===== src/rtl/core/xcpc_pkg.sv =====
// ----------------------------------------------------------------------------
// xcpc_pkg: shared types and constants of the chained pixel cipher
// Holds the keystream shift amounts, the field widths, the register indexes,
// the sequencer state type and the control bundle.
// ----------------------------------------------------------------------------
`timescale 1ns / 1ps
`default_nettype none

package xcpc_pkg;

    localparam int COUNT_WIDTH = 24;
    localparam int KS_WIDTH    = 32;
    localparam int PIX_WIDTH   = 24;
    localparam int CFG_WIDTH   = 32;
    localparam int CFG_IDX_W   = 2;

    localparam int SHL_A = 13;
    localparam int SHR_B = 17;
    localparam int SHL_C = 5;

    localparam logic [CFG_IDX_W-1:0] REG_KEY_SEED     = 2'd0;
    localparam logic [CFG_IDX_W-1:0] REG_START_VALUE  = 2'd1;
    localparam logic [CFG_IDX_W-1:0] REG_PIXEL_COUNT  = 2'd2;
    localparam logic [CFG_IDX_W-1:0] REG_DECRYPT_MODE = 2'd3;

    typedef enum logic [1:0] {
        ST_IDLE,
        ST_RUN,
        ST_WRITE
    } t_state;

    typedef struct packed {
        logic ks_load_seed;
        logic ks_step;
        logic out_load;
    } t_ctrl;

endpackage

`default_nettype wire


===== src/rtl/core/xcpc_keygen.sv =====
// ----------------------------------------------------------------------------
// xcpc_keygen: xorshift32 keystream generator
// Holds the current keystream word; reload it from the seed, or advance it by
// one xorshift step per cycle while ks_step is set, else hold it.
// ----------------------------------------------------------------------------
`timescale 1ns / 1ps
`default_nettype none

module xcpc_keygen (
    input  wire logic                           i_clk,
    input  wire logic                           i_rst_n,
    input  wire xcpc_pkg::t_ctrl                i_ctrl,
    input  wire logic [xcpc_pkg::KS_WIDTH-1:0]  i_seed,
    output logic      [xcpc_pkg::KS_WIDTH-1:0]  o_word
);
    import xcpc_pkg::*;

    logic [KS_WIDTH-1:0] r_word;
    logic [KS_WIDTH-1:0] n_word;
    logic [KS_WIDTH-1:0] s1;
    logic [KS_WIDTH-1:0] s2;
    logic [KS_WIDTH-1:0] s3;

    // one xorshift step
    always_comb begin
        s1 = r_word ^ (r_word << SHL_A);
        s2 = s1 ^ (s1 >> SHR_B);
        s3 = s2 ^ (s2 << SHL_C);
    end

    always_comb begin
        priority if (i_ctrl.ks_load_seed) begin
            n_word = i_seed;
        end else if (i_ctrl.ks_step) begin
            n_word = s3;
        end else begin
            n_word = r_word;
        end
    end

    always_ff @(posedge i_clk) begin
        if (!i_rst_n) begin
            r_word <= '0;
        end else begin
            r_word <= n_word;
        end
    end

    assign o_word = r_word;

endmodule

`default_nettype wire


===== src/rtl/core/xcpc_seq.sv =====
// ----------------------------------------------------------------------------
// xcpc_seq: pixel sequencer
// Count the keystream steps one pixel needs and hand the result to the
// output register once it is free.
// ----------------------------------------------------------------------------
`timescale 1ns / 1ps
`default_nettype none

module xcpc_seq (
    input  wire logic                              i_clk,
    input  wire logic                              i_rst_n,
    input  wire logic                              i_start,
    input  wire logic                              i_first,
    input  wire logic [xcpc_pkg::COUNT_WIDTH-1:0]  i_pixel_count,
    input  wire logic                              i_out_free,
    output logic                                   o_ready,
    output xcpc_pkg::t_ctrl                        o_ctrl
);
    import xcpc_pkg::*;

    t_state                 r_state;
    t_state                 n_state;
    logic [COUNT_WIDTH-1:0] r_count;
    logic [COUNT_WIDTH-1:0] n_count;

    // next state and step count
    always_comb begin
        n_state = r_state;
        n_count = r_count;
        unique case (r_state)
            ST_IDLE: begin
                if (i_start) begin
                    n_count = i_first ? i_pixel_count : COUNT_WIDTH'(1);
                    n_state = ST_RUN;
                end
            end
            ST_RUN: begin
                if (r_count != '0) begin
                    n_count = r_count - COUNT_WIDTH'(1);
                end
                if (r_count == '0 || r_count == COUNT_WIDTH'(1)) begin
                    n_state = ST_WRITE;
                end
            end
            ST_WRITE: begin
                if (i_out_free) begin
                    n_state = ST_IDLE;
                end
            end
            default: n_state = ST_IDLE;
        endcase
    end

    // outputs
    always_comb begin
        o_ready = 1'b0;
        o_ctrl  = '0;
        unique case (r_state)
            ST_IDLE: begin
                o_ready             = 1'b1;
                o_ctrl.ks_load_seed = i_start & i_first;
            end
            ST_RUN: begin
                o_ctrl.ks_step = (r_count != '0);
            end
            ST_WRITE: begin
                o_ctrl.out_load = i_out_free;
            end
            default: o_ready = 1'b0;
        endcase
    end

    always_ff @(posedge i_clk) begin
        if (!i_rst_n) begin
            r_state <= ST_IDLE;
            r_count <= '0;
        end else begin
            r_state <= n_state;
            r_count <= n_count;
        end
    end

endmodule

`default_nettype wire


===== src/rtl/core/xorshift_chained_pixel_cipher.sv =====
// ----------------------------------------------------------------------------
// xorshift_chained_pixel_cipher: chained-XOR RGB pixel cipher, xorshift32 key
//
// Slave stream: one beat is one pixel; tdata carries blue, green, red from
// the low byte up, tuser marks the first pixel of a frame. Master stream:
// one beat per accepted pixel, same byte order in tdata.
// Configuration: write i_cfg_data to register i_cfg_idx while i_cfg_we is
// high (key seed, start value, pixel count, decrypt mode); write only while
// no pixel is in flight.
// Timing: one pixel is worked at a time by a single xorshift step unit that
// advances the keystream one word per cycle while the sequencer steps it. A
// chained pixel takes one keystream step; a first pixel of a frame reloads the
// seed and steps pixel_count times (no step when pixel_count is zero). The
// result is loaded into the output register from the sequencer's write state,
// drives m_axis_tvalid from there, and the slave side is then ready again.
// Stall: the result beat holds in the output register while m_axis_tready is
// low; a finished pixel waits in the sequencer and the slave side stays not
// ready until the output register frees up.
// Reset: clears the keystream word and chain pixel, sets pixel_count to 1 and
// the other configuration registers to zero, and drops any pending beat.
// ----------------------------------------------------------------------------
`timescale 1ns / 1ps
`default_nettype none

module xorshift_chained_pixel_cipher (
    input  wire logic                             i_clk,
    input  wire logic                             i_rst_n,
    // configuration write port
    input  wire logic                             i_cfg_we,
    input  wire logic [xcpc_pkg::CFG_IDX_W-1:0]   i_cfg_idx,
    input  wire logic [xcpc_pkg::CFG_WIDTH-1:0]   i_cfg_data,
    // slave stream
    input  wire logic                             s_axis_tvalid,
    output logic                                  s_axis_tready,
    input  wire logic [xcpc_pkg::PIX_WIDTH-1:0]   s_axis_tdata,  // blue_in, green_in, red_in
    input  wire logic                             s_axis_tuser,  // frame_first
    // master stream
    output logic                                  m_axis_tvalid,
    input  wire logic                             m_axis_tready,
    output logic      [xcpc_pkg::PIX_WIDTH-1:0]   m_axis_tdata   // blue_out, green_out, red_out
);
    import xcpc_pkg::*;

    // configuration registers
    logic [KS_WIDTH-1:0]    r_key_seed;
    logic [PIX_WIDTH-1:0]   r_start_value;
    logic [COUNT_WIDTH-1:0] r_pixel_count;
    logic                   r_decrypt;

    // pixel in flight and chain state
    logic [PIX_WIDTH-1:0]   r_pix;
    logic                   r_first;
    logic [PIX_WIDTH-1:0]   r_chain;

    // output register
    logic [PIX_WIDTH-1:0]   r_out_data;
    logic                   r_out_valid;

    logic                   s_accept;
    logic                   out_free;
    logic [PIX_WIDTH-1:0]   n_result;
    logic [KS_WIDTH-1:0]    ks_word;
    t_ctrl                  ctrl;

    assign s_accept = s_axis_tvalid & s_axis_tready;
    assign out_free = ~r_out_valid | m_axis_tready;

    xcpc_seq u_seq (
        .i_clk         (i_clk),
        .i_rst_n       (i_rst_n),
        .i_start       (s_accept),
        .i_first       (s_axis_tuser),
        .i_pixel_count (r_pixel_count),
        .i_out_free    (out_free),
        .o_ready       (s_axis_tready),
        .o_ctrl        (ctrl)
    );

    xcpc_keygen u_keygen (
        .i_clk   (i_clk),
        .i_rst_n (i_rst_n),
        .i_ctrl  (ctrl),
        .i_seed  (r_key_seed),
        .o_word  (ks_word)
    );

    // first pixel XORs the start value, later pixels the chain
    assign n_result = r_pix ^ (r_first ? r_start_value : r_chain) ^ ks_word[PIX_WIDTH-1:0];

    always_ff @(posedge i_clk) begin
        if (!i_rst_n) begin
            r_key_seed    <= '0;
            r_start_value <= '0;
            r_pixel_count <= COUNT_WIDTH'(1);
            r_decrypt     <= 1'b0;
        end else if (i_cfg_we) begin
            unique case (i_cfg_idx)
                REG_KEY_SEED:     r_key_seed    <= i_cfg_data[KS_WIDTH-1:0];
                REG_START_VALUE:  r_start_value <= i_cfg_data[PIX_WIDTH-1:0];
                REG_PIXEL_COUNT:  r_pixel_count <= i_cfg_data[COUNT_WIDTH-1:0];
                REG_DECRYPT_MODE: r_decrypt     <= i_cfg_data[0];
                default:          r_decrypt     <= r_decrypt;
            endcase
        end
    end

    // capture the incoming beat
    always_ff @(posedge i_clk) begin
        if (s_accept) begin
            r_pix   <= s_axis_tdata;
            r_first <= s_axis_tuser;
        end
    end

    // advance the chain when the result leaves for the output register
    always_ff @(posedge i_clk) begin
        if (!i_rst_n) begin
            r_chain <= '0;
        end else if (ctrl.out_load) begin
            r_chain <= r_decrypt ? r_pix : n_result;
        end
    end

    always_ff @(posedge i_clk) begin
        if (ctrl.out_load) begin
            r_out_data <= n_result;
        end
    end

    always_ff @(posedge i_clk) begin
        if (!i_rst_n) begin
            r_out_valid <= 1'b0;
        end else if (ctrl.out_load) begin
            r_out_valid <= 1'b1;
        end else if (m_axis_tready) begin
            r_out_valid <= 1'b0;
        end
    end

    assign m_axis_tvalid = r_out_valid;
    assign m_axis_tdata  = r_out_data;

endmodule

`default_nettype wire


===== config.mk =====
export PLATFORM = sky130hd
export DESIGN_NAME = xorshift_chained_pixel_cipher
export DESIGN_NICKNAME = d
export VERILOG_FILES = /design/src/rtl/core/xcpc_pkg.sv /design/src/rtl/core/xcpc_keygen.sv /design/src/rtl/core/xcpc_seq.sv /design/src/rtl/core/xorshift_chained_pixel_cipher.sv
export SDC_FILE = /design/constraint.sdc
export NUM_CORES = 1
export LEC_CHECK = 0
export ABC_AREA = 1
export BUFFER_PORTS_ARGS = -buffer_cell sky130_fd_sc_hd__buf_2
export CORE_UTILIZATION = 30
export CTS_CLUSTER_SIZE = 20
export DETAILED_ROUTE_END_ITERATION = 16
export GPL_ROUTABILITY_DRIVEN = 0
export PLACE_DENSITY = 0.48
export SYNTH_ARGS = -nofsm -noshare
export SYNTH_HDL_FRONTEND = slang
export SYNTH_SLANG_ARGS = --single-unit
export TNS_END_PERCENT = 20

===== constraint.sdc =====
create_clock -name i_clk -period 2.6 [get_ports i_clk]
set_clock_uncertainty 0.15 [all_clocks]
set_input_delay 0.52 -clock i_clk [delete_from_list [all_inputs] [get_ports i_clk]]
set_output_delay 0.52 -clock i_clk [all_outputs]
set_load 0.01 [all_outputs]

# Yosys cells after proc, flatten, opt, wreduce, memory -nomap -nowiden
# Index checks and enable logic that the tools add are counted.
# word_totals
reg_bits	213
latch_bits	0
ramBits	0
mem_bits_ro	0
inputBits	64
out_inout_bits	26
wordCells	64
mem_count	0
# classes
add_sub_neg	1
multipliers	0
div_mod_pow	0
order_cmp	0
eq_ne	10
shift	0
n_mux	18
bitwise	9
reduce_logical	14
# ops
op	n
24-bit 2-to-1 mux	5
32-bit 2-to-1 mux	2
32-bit bitwise XOR	2
24-bit one-hot mux with 2 select lines	1
24-bit bitwise XOR	2
32-bit by 15-bit bitwise XOR with 32-bit output	1
24-bit by 1-bit equality test with 1-bit output, second input constant	1
24-bit zero test	1
24-bit nonzero test	1
24-bit by 1-bit subtractor with 24-bit output, second input constant	1
2-bit by 1-bit != test with 1-bit output, second input constant	4
2-bit AND reduction	4
2-bit equality test, second input constant	3
1-bit 2-to-1 mux	6
2-bit 2-to-1 mux	3
2-bit one-hot mux with 3 select lines	1
3-bit AND reduction	2
2-bit nonzero test	3
2-bit by 1-bit equality test with 1-bit output, second input constant	2
2-bit zero test	2
1-bit AND	2
1-bit logical OR	1
1-bit NOT	1
1-bit OR	1

# Depth between registers and ports, before layout
# Gate-level depths: netlist of the first run.
# depth
depth_word	6
depth_mapped	12

# Hierarchy
# A second synthesis of the first run with hierarchy kept.
# hier_totals
hier_cells	1620
area_unflattened_um2	10961.8
# by_module_without_submodules
module	n_inst	cells_per_inst	area_each_um2	seq_area_each_um2
xorshift_chained_pixel_cipher	1	903	6769.0	3593.4
xcpc_keygen	1	356	2173.3	640.6
xcpc_seq	1	361	2019.4	520.5

# Worst setup path after synthesis of the first run
# No wires, ideal clock.
# synth_timing
kind	input -> register
start	input m_axis_tready
end	register r_out_data[0], in the netlist m_axis_tdata[0] (enable)
setup_ps	395
arrival_time_ps	1677
slack_ps	378
stages	3
path_cell_list	nor2_1 nor2_1 clkbuf_1
# synth_lines
element	line	rtl
from (decl)	xorshift_chained_pixel_cipher.sv:39	input wire logic m_axis_tready,
to (signal assigned)	xorshift_chained_pixel_cipher.sv:126	r_out_data <= n_result;
to (decl)	xorshift_chained_pixel_cipher.sv:56	logic [PIX_WIDTH-1:0] r_out_data;

# Final worst setup path of the first run
# layout_timing
start	register u_seq.r_count[1]
end	register u_keygen.r_word[24], in the netlist u_keygen.o_word[24]
# layout_via
elab_chain_cells	3
# layout_lines
element	line	rtl
from (decl)	xcpc_seq.sv:23	logic [COUNT_WIDTH-1:0] r_count;
from (signal assigned)	xcpc_seq.sv:79	r_count <= n_count;
24-bit nonzero test	xcpc_seq.sv:64	o_ctrl.ks_step = (r_count != '0);
1-bit 2-to-1 mux	xcpc_seq.sv:58	unique case (r_state)
2-bit nonzero test (no line)	n/a	
to (signal assigned)	xcpc_keygen.sv:45	r_word <= n_word;
to (decl)	xcpc_keygen.sv:18	logic [KS_WIDTH-1:0] r_word;
# No other way between the ends.
# A chain may end at the register's enable or synchronous reset.

==> results of run 1 <==
-- report_power, final --
group          internal, uW  total, uW  switching, uW
Combinational           825       2410           1590
Sequential             3750       4020            268
Clock                  2260       3690           1430
-- routing by layer --
layer | vias to the layer above | GRT usage, % | routed length [um]
li1 | 4879 | - | -
met1 | 4344 | 24.9 | 15600
met2 | 144 | 27.2 | 13800
met3 | 39 | 1.99 | 982
met4 | 0 | 4.09 | 612
met5 | - | 0 | 0
-- area by class of cell --
cell class	instances	share of cell area, %
Clock buffer	37	5.89
Timing Repair Buffer	131	6.87
Clock inverter	10	1.16
Sequential cell	213	38.3
Multi-Input combinational cell	1032	38.6
Inverter	153	4.62
Tap cell	448	4.51
-- through the flow --
step                      utilization, %  hold slack, ns  setup slack (ns)  std cells
final                               36.7          0.0273             0.392       2024
after global routing                36.7         0.00257             0.191       2024
after detailed placement            33.5           0.297             0.429       1956
after global placement              33.5           0.288             0.454       1956
after CTS                           36.7         0.00225             0.387       2024
after floorplan                        -           0.275             0.378       1467
-- worst min-delay path by stage --
stage,cells after the start,from,slack (ns),to
after global placement,2,r_key_seed[26]$_SDFFE_PN0P_,0.29,r_key_seed[26]$_SDFFE_PN0P_
after detailed placement,2,r_key_seed[18]$_SDFFE_PN0P_,0.30,r_key_seed[18]$_SDFFE_PN0P_
final,1,s_axis_tdata[16],0.03,r_pix[16]$_DFFE_PP_
after floorplan,2,r_key_seed[24]$_SDFFE_PN0P_,0.27,r_key_seed[24]$_SDFFE_PN0P_
after CTS,1,s_axis_tdata[23],0.002,r_pix[23]$_DFFE_PP_
after global routing,1,s_axis_tdata[15],0.003,r_pix[15]$_DFFE_PP_
-- registers in the layout (all words and copies together) (netlist names) --
register         count
m_axis_tdata        24
m_axis_tvalid        1
r_chain             24
r_decrypt            1
r_first              1
r_key_seed          32
r_pix               24
r_pixel_count       24
r_start_value       24
u_keygen.o_word     32
u_seq.r_count       24
u_seq.r_state        2
-- cells in the final DEF, fill, tap and decap left out, types with 5 or more instances in the layout --
cell type	instances
a21oi_1	111
a31oi_1	5
buf_2	88
buf_4	19
clkbuf_1	7
clkbuf_16	26
dfxtp_1	164
dlygate4sd3_1	21
edfxtp_1	49
inv_1	149
nand2_1	356
nand3_1	126
nor2_1	204
nor2_2	7
o21ai_0	121
o21ai_1	17
xnor2_1	59
-- kinds of logic after synthesis --
logic type	after synthesis	synth area share (%)
AO/OA/AOI/OAI	258	12.5
XOR/XNOR	62	5.21
adder cells (fa/ha/maj)	3	0.360
buffers and inverters	222	8.49
flip-flops	213	45.6
AND/OR/NAND/NOR	709	27.8
==> impl_results.md, run 1 <==
* Register area share after synthesis at 45.6%
* Ant. Diodes at 0
* Post_cts resized at 0
* Post-CTS Hold Buffers at 21
* FF+latch count, synth at 213
* Syn avg cell area at 7.11 sq um
* Area leader, netlist: dfxtp_1
* Overall power at 10,100 uW
* Syn_nets at 1,534
* CP max stage cell: buf_4
* DR vias at 9,406
* CP startpoint: u_seq.r_count[1]$_SDFFE_PN0P_
* Max Cap Viol at 0
* Nets at 1,624
* Clock Latency Late Sink at 0.54 ns
* Final Cycle Share at 84.9%
* Worst reg2reg startpoint: u_seq.r_count[1]$_SDFFE_PN0P_
* Achievable frequency at 453 MHz
* Crit path max fanout at 29
* Critical path capture point type: register
* Tmin final at 2.21 ns
* Vias/cell at 4.65
* Post-synth top cells: 356 x nand2_1, 205 x nor2_1, 164 x dfxtp_1
* Initial Util at 30.8%
* Slew Limit Fails at 0
* Sequential Area at 4750 sq um
* GR Util All Layers at 17.2%
* Clock Sinks at 213
* DRC errors left at 0
* Postcts setup bufs at 0
* Post-Synthesis Cells at 1,467
* Min-delay worst type: primary input to register
* Wire length of the first global-routing pass at 48.6 mm
* Synth area leaders: dfxtp_1 31%, edfxtp_1 14%, nand2_1 13%
* Die X at 188 um
* Worst-path clk slew at 0.06 ns
* Critical-path cell list: inv_1, ha_1, nand2_1, nor2_2, nand3_4, nand2_4, buf_4, nand2_1, nand2_1, a21oi_1
* Final setup vio count at 0
* H-tree depth at 1
* CP Depth at 10
* Run status: finished, final reports clean
* Final Hold Viols at 0
* Clock Tree Root: clkbuf_16
* Final wirelength at 30.9 mm
* Multi-input logic area at 4800 sq um
* Crit-path most repeated cell: nand2_1
* Predominant post-synthesis flop cell: dfxtp_1
* Antenna-violating nets left at 0
* Area of the die at 35,500 sq um
* Remaining global-route overflow at 0
* Layout cells sized above 1 at 10.7%
* Number of flops mapped to enable cells by yosys at 49
* Cell with the most instances after synthesis: nand2_1
* CTS Buf Count at 26
* Buf+Inv Stages, Crit Path at 2
* Post-synthesis cell area at 10,400 sq um
* FF-to-FF setup slack at 0.39 ns
* End of the worst register-to-register path: u_keygen.o_word[24]$_SDFFE_PN0P_
* RSZ-0062 raised after global routing: false
* Number of global-route vias before repair at 8,642
* Type of origin of the critical path: register
* Distinct cell type count of the synthesized netlist at 29
* Antenna violations before repair at 0
* CTS tree: built
* Fillcell total at 3,624
* Critical path type: register to register
* WP data arrival at 2.44 ns
* CP peak stage delay at 0.34 ns
* R2r worst-path depth at 10
* Initial drt markers at 567
* Layout Area Growth over Synthesis at 19.0%
* Ys async rst share at 0%
* Rows at 67
* CTS max path bufs at 3
* Ports at 90
* Largest net degree at the start of global routing at 125
* Worst-Margin Slew at 0.905 ns
* Setup tns final at 0 ns
* Post-route cell area at 12,400 sq um
* Routed length per placed instance at 15.3 um
* Total of warnings raised by yosys at 0
* Top cell type's share of synthesized area at 31.5%
* VDD IR max at 0.517 mV
* Leak at 0.00536 uW
* Number of port buffers at 89
* Max-slew headroom at 39.6%
* Die Ht at 188 um
* Required @ worst endpoint at 2.83 ns
* Crit path max-delay family: simple AND/OR/NAND/NOR gates
* Core footprint at 33,900 sq um
* P per Cell Area at 815 nW/um^2
* DP Wirelength at 21.9 mm
* Number of iterations in the first detailed-routing pass at 5
* Setup crit end: u_keygen.o_word[24]$_SDFFE_PN0P_
* Cell area after placement at 11,300 sq um
(Power assumes the default switching activity.)
==> run 2: changes to the inputs <==
Settings changed: ABC_AREA 1 to 0, PLACE_DENSITY 0.48 to 0.5.
Clock period 2.6 ns to 1.87 ns, I/O delays scaled along.
==> run 2 against run 1 <==
- the run now ends with negative setup slack left
- non-clock buffer count is 144 higher
- core utilization is 5.0 points higher
- total power is 86% higher
==> impl_results.md, run 2 <==
* Remaining global-route overflow at 0 (unchanged)
* Number of iterations in the first detailed-routing pass at 5 (unchanged)
* Distinct cell type count of the synthesized netlist at 62 (was 29)
* Cell area after placement at 11,700 sq um (was 11,300 sq um)
* CTS max path bufs at 3 (unchanged)
* Antenna violations before repair at 0 (unchanged)
* DRC errors left at 0 (unchanged)
* CTS tree: built (unchanged)
* Synth area leaders: dfxtp_1 33%, edfxtp_1 15%, nand2_1 8.2% (was dfxtp_1 31%, edfxtp_1 14%, nand2_1 13%)
* Tmin final at 2.33 ns (was 2.21 ns)
* Register area share after synthesis at 48.5% (was 45.6%)
* Rows at 65 (was 67)
* Number of port buffers at 89 (unchanged)
* DR vias at 8,624 (was 9,406)
* Most frequent cells in the layout: 212 x nand2_1, 161 x dfxtp_1, 135 x a21oi_1 (was 356 x nand2_1, 204 x nor2_1, 164 x dfxtp_1)
* Sequential Area at 4760 sq um (was 4750 sq um)
* Ys async rst share at 0% (unchanged)
* Multi-input logic area at 4890 sq um (was 4800 sq um)
* Final wirelength at 31.5 mm (was 30.9 mm)
* Layout Area Growth over Synthesis at 35.3% (was 19.0%)
* GR Util All Layers at 18.8% (was 17.2%)
* Area of the die at 33,400 sq um (was 35,500 sq um)
* Critical path type: register to register (unchanged)
* DP Wirelength at 22.1 mm (was 21.9 mm)
* Vias/cell at 4.93 (was 4.65)
* Final Hold Viols at 0 (unchanged)
* Crit path max fanout at 6 (was 29)
* Largest net degree at the start of global routing at 61 (was 125)
* Max Cap Viol at 0 (unchanged)
* Run status: complete, but fails checks (was finished, final reports clean)
* Routed length per placed instance at 18.0 um (was 15.3 um)
* Ports at 90 (unchanged)
* Fillcell total at 3,175 (was 3,624)
* Layout cells sized above 1 at 24.5% (was 10.7%)
* M2 GR Usage at 30.7% (was 27.2%)
* Fin Hold WS at 0.0173 ns (was 0.0273 ns)
* Ant. Diodes at 0 (unchanged)
* VDD IR max at 0.712 mV (was 0.517 mV)
* Cell with the most instances after synthesis: nand2_1 (unchanged)
* Met1 Use GR at 26.2% (was 24.9%)
* H-tree depth at 1 (unchanged)
* Util after Layout at 41.6% (was 36.7%)
* Core footprint at 31,900 sq um (was 33,900 sq um)
* Failing checks: negative setup slack
* P per Cell Area at 1410 nW/um^2 (was 815 nW/um^2)
* Worst-Margin Slew at 0.656 ns (was 0.905 ns)
* Total of warnings raised by yosys at 0 (unchanged)
* FF+latch count, synth at 213 (unchanged)
* Worst-path clk slew at 0.06 ns (about the same)
* Met3 usage at 2.14% (was 1.99%)
* Critical path capture point type: register (unchanged)
* Max-slew headroom at 55.9% (was 39.6%)
* Area leader, netlist: dfxtp_1 (unchanged)
* Antenna-violating nets left at 0 (unchanged)
* Min-delay worst type: primary input to register (unchanged)
* Clock Sinks at 213 (unchanged)
* Most common cell after layout, fill and taps aside: nand2_1 (unchanged)
* Leak at 0.00502 uW (was 0.00536 uW)
* Syn avg cell area at 9.10 sq um (was 7.11 sq um)
* Busiest grt layer: met2 (unchanged)
* Wire length of the first global-routing pass at 48.7 mm (was 48.6 mm)
* Predominant post-synthesis flop cell: dfxtp_1 (unchanged)
* Post-synthesis cell area at 9810 sq um (was 10,400 sq um)
* Achievable frequency at 430 MHz (was 453 MHz)
* RSZ-0062 raised after global routing: true (was false)
* Die X at 183 um (was 188 um)
* Syn_nets at 1,145 (was 1,534)
* Clock Latency Late Sink at 0.52 ns (was 0.54 ns)
* Final setup vio count at 58 (was 0)
* Initial drt markers at 524 (was 567)
* Post-route cell area at 13,300 sq um (was 12,400 sq um)
* Final setup margin at -0.458 ns (was 0.392 ns)
* Number of flops mapped to enable cells by yosys at 49 (unchanged)
* Initial Util at 30.8% (about the same)
* Required @ worst endpoint at 2.12 ns (was 2.83 ns)
* Overall power at 18,800 uW (was 10,100 uW)
* WP data arrival at 2.57 ns (was 2.44 ns)
* Slew Limit Fails at 0 (unchanged)
* Clock Tree Root: clkbuf_16 (unchanged)
* Number of global-route vias before repair at 8,546 (was 8,642)
* CTS Buf Count at 25 (was 26)
* Nets at 1,362 (was 1,624)
* Die Ht at 183 um (was 188 um)
* Top cell type's share of synthesized area at 33.5% (was 31.5%)
* Type of origin of the critical path: register (unchanged)
* Post-Synthesis Cells at 1,078 (was 1,467)
* Final Cycle Share at 124% (was 84.9%)
* Post-synth top cells: 213 x nand2_1, 164 x dfxtp_1, 146 x a21oi_1 (was 356 x nand2_1, 205 x nor2_1, 164 x dfxtp_1)
## run 2: timing repair
action | 4_1_cts | 5_1_grt
pin swaps | 11 | 15
endpoints found under the setup margin | 58 | 63
hold buffers | 49 | 0
hold endpoints to repair | 70 | 0
resized for setup | 18 | 28
cloned | 0 | 1
buffers inserted | 2 | 3
## run 2: path summary, 6_finish.rpt
path                             startpoint                         endpoint  slack [ns]  cells past startpoint
min reg2reg         r_chain[8]$_SDFFE_PN0P_          r_chain[8]$_SDFFE_PN0P_        0.30                      2
max reg2reg  u_seq.r_count[12]$_SDFFE_PN0P_  u_keygen.o_word[8]$_SDFFE_PN0P_       -0.46                      6
min                          i_cfg_data[11]   r_pixel_count[11]$_SDFFE_PN0P_        0.02                      3
max          u_seq.r_count[12]$_SDFFE_PN0P_  u_keygen.o_word[8]$_SDFFE_PN0P_       -0.46                      6
## run 2: logic make-up (layout without fill, tap and decap cells)
family / Yosys count / after routing / share of synthesized area, %
XOR/XNOR: 111 / 111 / 10.2
AND/OR/NAND/NOR: 358 / 358 / 16.6
flip-flops: 213 / 213 / 48.5
adder cells (fa/ha/maj): 3 / 3 / 0.383
AO/OA/AOI/OAI: 272 / 272 / 17.8
multiplexers: 26 / 26 / 2.65
buffers and inverters: 95 / 330 / 3.85
## run 2: worst max-delay path: stages, from the launching register on
cell and delay [ns]:
dfxtp_2 0.32, or4_4 0.53, or3_4 0.41, o31ai_4 0.31, buf_6 0.19, nor2_1 0.05
a221o_1 0.25
## run 2: area by class of cell
type | count | share of cell area, %
clock inverter | 14 | 1.16
tap | 435 | 4.10
timing repair buffer | 275 | 16.7
inverter | 10 | 0.302
sequential | 213 | 35.8
multi-input combinational | 770 | 36.8
clock buffer | 31 | 5.12
## run 2: power by group
group          internal [uW]  total [uW]  switching [uW]
Combinational           3790        8120            4330
Clock                   2990        4970            1970
Sequential              5310        5700             388
## run 2: metal layers
| metal | share of wire [%] | vias up | wire length [um] |
|---|---|---|---|
| met5 | 0 | - | 0 |
| met4 | 2.4 | 0 | 742 |
| met3 | 4.1 | 50 | 1300 |
| met2 | 46 | 215 | 14400 |
| met1 | 48 | 4133 | 15000 |
| li1 | - | 4226 | - |
## run 2: metrics by stage
step / worst slack [ns] / cells / setup TNS, ns
after global routing: -0.512 / 1748 / -25.45
after global placement: -0.542 / 1648 / -25.83
after CTS: -0.457 / 1744 / -20.55
final: -0.458 / 1748 / -20.91
after detailed placement: -0.579 / 1648 / -28.25
after floorplan: -0.492 / 1078 / -38.55
==> run 3: changes to the inputs <==
Settings changed: PLACE_DENSITY 0.5 to 0.48.
Clock period 1.87 ns to 2.9 ns, I/O delays scaled along.
==> run 3 against run 2 <==
- critical endpoint is now u_seq.r_count[12]$_SDFFE_PN0P_
- via count shrank 5.5%
- sequential share of layout area grew 4.6 points
- the run now ends clean
- final cell count shrank 8.2%
- die area is the same
==> impl_results.md, run 3 (synthesis gave the netlist of run 2 again) <==
* Run status: finished, final reports clean (was complete, but fails checks)
* Antenna-violating nets left at 0 (unchanged)
* GR Util All Layers at 18.0% (was 18.8%)
* Die Ht at 183 um (unchanged)
* H-tree depth at 1 (unchanged)
* Max-slew headroom at 35.3% (was 55.9%)
* CTS tree: built (unchanged)
* Initial Util at 30.8% (unchanged)
* Layout Area Growth over Synthesis at 19.7% (was 35.3%)
* Initial drt markers at 547 (was 524)
* Final setup vio count at 0 (was 58)
* Worst reg2reg startpoint: u_seq.r_count[4]$_SDFFE_PN0P_ (was u_seq.r_count[12]$_SDFFE_PN0P_)
* Layout cells sized above 1 at 16.8% (was 24.5%)
* RSZ-0062 raised after global routing: false (was true)
* Die X at 183 um (unchanged)
* Ant. Diodes at 0 (unchanged)
* Antenna violations before repair at 0 (unchanged)
* Sw Pwr at 3940 uW (was 6690 uW)
* DR vias at 8,150 (was 8,624)
* DP Wirelength at 20.8 mm (was 22.1 mm)
* Most common cell after layout, fill and taps aside: nand2_1 (unchanged)
* Vias/cell at 5.08 (was 4.93)
* Worst-path clk slew at 0.06 ns (about the same)
* Clock Latency Late Sink at 0.53 ns (was 0.52 ns)
* Final Cycle Share at 94.8% (was 124%)
* Tmin final at 2.75 ns (was 2.33 ns)
* VDD IR max at 0.368 mV (was 0.712 mV)
* Number of global-route vias before repair at 7,710 (was 8,546)
* R2r worst-path depth at 6 (unchanged)
* Cell Int Power at 7100 uW (was 12,100 uW)
* Largest net degree at the start of global routing at 78 (was 61)
* Worst Hold Path EP: r_pix[11]$_DFFE_PP_ (was r_pixel_count[11]$_SDFFE_PN0P_)
* Final wirelength at 30.1 mm (was 31.5 mm)
* Critical path type: register to register (unchanged)
* Number of port buffers at 89 (unchanged)
* Max Cap Viol at 0 (unchanged)
* P per Cell Area at 940 nW/um^2 (was 1410 nW/um^2)
* Ports at 90 (unchanged)
* Clock Sinks at 213 (unchanged)
* Clock share of power at 32.3% (was 26.4%)
* Required @ worst endpoint at 3.13 ns (was 2.12 ns)
* Rows at 65 (unchanged)
* Net Sw Frac at 35.7% (was 35.6%)
* Crit path max-delay family: simple AND/OR/NAND/NOR gates (unchanged)
* Met3 WL at 1.89 mm (was 1.30 mm)
* Slew Limit Fails at 0 (unchanged)
* Util after Layout at 36.8% (was 41.6%)
* Max Used Layer: met4 (unchanged)
* DRC errors left at 0 (unchanged)
* Sequential Power Share at 34.3% (was 30.3%)
* Crit path max fanout at 11 (was 6)
* CTS max path bufs at 3 (unchanged)
* Critical path capture point type: register (unchanged)
* Routed length per placed instance at 18.7 um (was 18.0 um)
* Type of origin of the critical path: register (unchanged)
* Critical-path cell list: or3_1, nor3_1, a31oi_2, buf_4, nor2_1, o32ai_1 (was or4_4, or3_4, o31ai_4, buf_6, nor2_1, a221o_1)
* Achievable frequency at 364 MHz (was 430 MHz)
* Min-delay worst type: primary input to register (unchanged)
* Hold path depth at 1 (was 3)
* End of the worst register-to-register path: u_seq.r_count[12]$_SDFFE_PN0P_ (was u_keygen.o_word[8]$_SDFFE_PN0P_)
* Metal2 WL at 13.4 mm (was 14.4 mm)
* CTS Buf Count at 27 (was 25)
* CP max stage cell: nor2_1 (was or4_4)
* Final Hold Viols at 0 (unchanged)
* FF-to-FF setup slack at 0.15 ns (was -0.46 ns)
* Worst-Margin Slew at 0.970 ns (was 0.656 ns)
* CP peak stage delay at 0.66 ns (was 0.53 ns)
* WP data arrival at 2.98 ns (was 2.57 ns)
* Nets at 1,217 (was 1,362)
* Leak at 0.00429 uW (was 0.00502 uW)
* Number of iterations in the first detailed-routing pass at 5 (unchanged)
* Hold path startpoint: s_axis_tdata[11] (was i_cfg_data[11])
* Met1 Wirelength at 14.2 mm (was 15.0 mm)
* Setup tns final at 0 ns (was -20.91 ns)
* Wire length of the first global-routing pass at 46.4 mm (was 48.7 mm)
* Combinational fraction of design power at 33.5% (was 43.2%)
* Area of the die at 33,400 sq um (unchanged)
* Clock Tree Root: clkbuf_16 (unchanged)
* Buf+Inv Stages, Crit Path at 1 (unchanged)
* Most frequent cells in the layout: 213 x nand2_1, 163 x dfxtp_1, 146 x a21oi_1 (was 212 x nand2_1, 161 x dfxtp_1, 135 x a21oi_1)
* Remaining global-route overflow at 0 (unchanged)
* Core footprint at 31,900 sq um (unchanged)
[run 3: per-stage QoR]
| stage | setup WS [ns] | power [uW] | hold WS (ns) | instances | cell area (sq um) |
|---|---|---|---|---|---|
| 2_1_floorplan | 0.419 | 6360 | 0.281 | 1078 | 9810 |
| 3_3_place_gp | 0.243 | 7510 | 0.287 | 1556 | 10800 |
| 3_5_place_dp | 0.188 | 7490 | 0.293 | 1556 | 10800 |
| 4_1_cts | 0.175 | 11100 | 0.0507 | 1605 | 11700 |
| 5_1_grt | 0.0153 | 11600 | 0.0526 | 1605 | 11700 |
| 6_report | 0.151 | 11000 | 0.0716 | 1605 | 11700 |
[run 3: worst max path at each step]
stage | start | endpoint | slack, ns | cells past startpoint
final | u_seq.r_count[4]$_SDFFE_PN0P_ | u_seq.r_count[12]$_SDFFE_PN0P_ | 0.15 | 6
after global routing | u_seq.r_count[4]$_SDFFE_PN0P_ | u_seq.r_count[12]$_SDFFE_PN0P_ | 0.02 | 6
after CTS | u_seq.r_count[4]$_SDFFE_PN0P_ | u_keygen.o_word[15]$_SDFFE_PN0P_ | 0.17 | 5
after detailed placement | u_seq.r_count[4]$_SDFFE_PN0P_ | u_keygen.o_word[7]$_SDFFE_PN0P_ | 0.19 | 5
after global placement | u_seq.r_count[7]$_SDFFE_PN0P_ | u_keygen.o_word[15]$_SDFFE_PN0P_ | 0.24 | 5
after floorplan | u_seq.r_count[7]$_SDFFE_PN0P_ | u_seq.r_count[21]$_SDFFE_PN0P_ | 0.42 | 6
[run 3: power by group through the flow]
stage          clock (uW)  combinational, uW  sequential (uW)
3_3_place_gp            0               3660             3840
2_1_floorplan           0               2670             3690
6_report             3560               3690             3780
3_5_place_dp            0               3650             3840
5_1_grt              3750               4020             3820
4_1_cts              3630               3670             3780
[run 3: layout make-up]
class	count	area, sq um
clock inverters	11	139
flip-flops and latches	213	4760
well taps	435	544
inverters	10	40.0
repair buffers	128	751
fillers	3291	20100
multi-input cells	770	4700
clock buffers	38	820
[run 3: timing repair]
| action | 4_1_cts | 5_1_grt |
|---|---|---|
| hold buffers | 0 | 0 |
| setup buffers | 0 | 0 |
| endpoints found under the setup margin | 0 | 5 |
| endpoints found under the hold margin | 0 | 0 |
| resized for setup | 0 | 1 |
[run 3: metal layers]
metal / up-vias / track usage [%]
li1: 3959 / -
met1: 3917 / 25.3
met2: 233 / 28.0
met3: 41 / 3.42
met4: 0 / 4.93
met5: - / 0
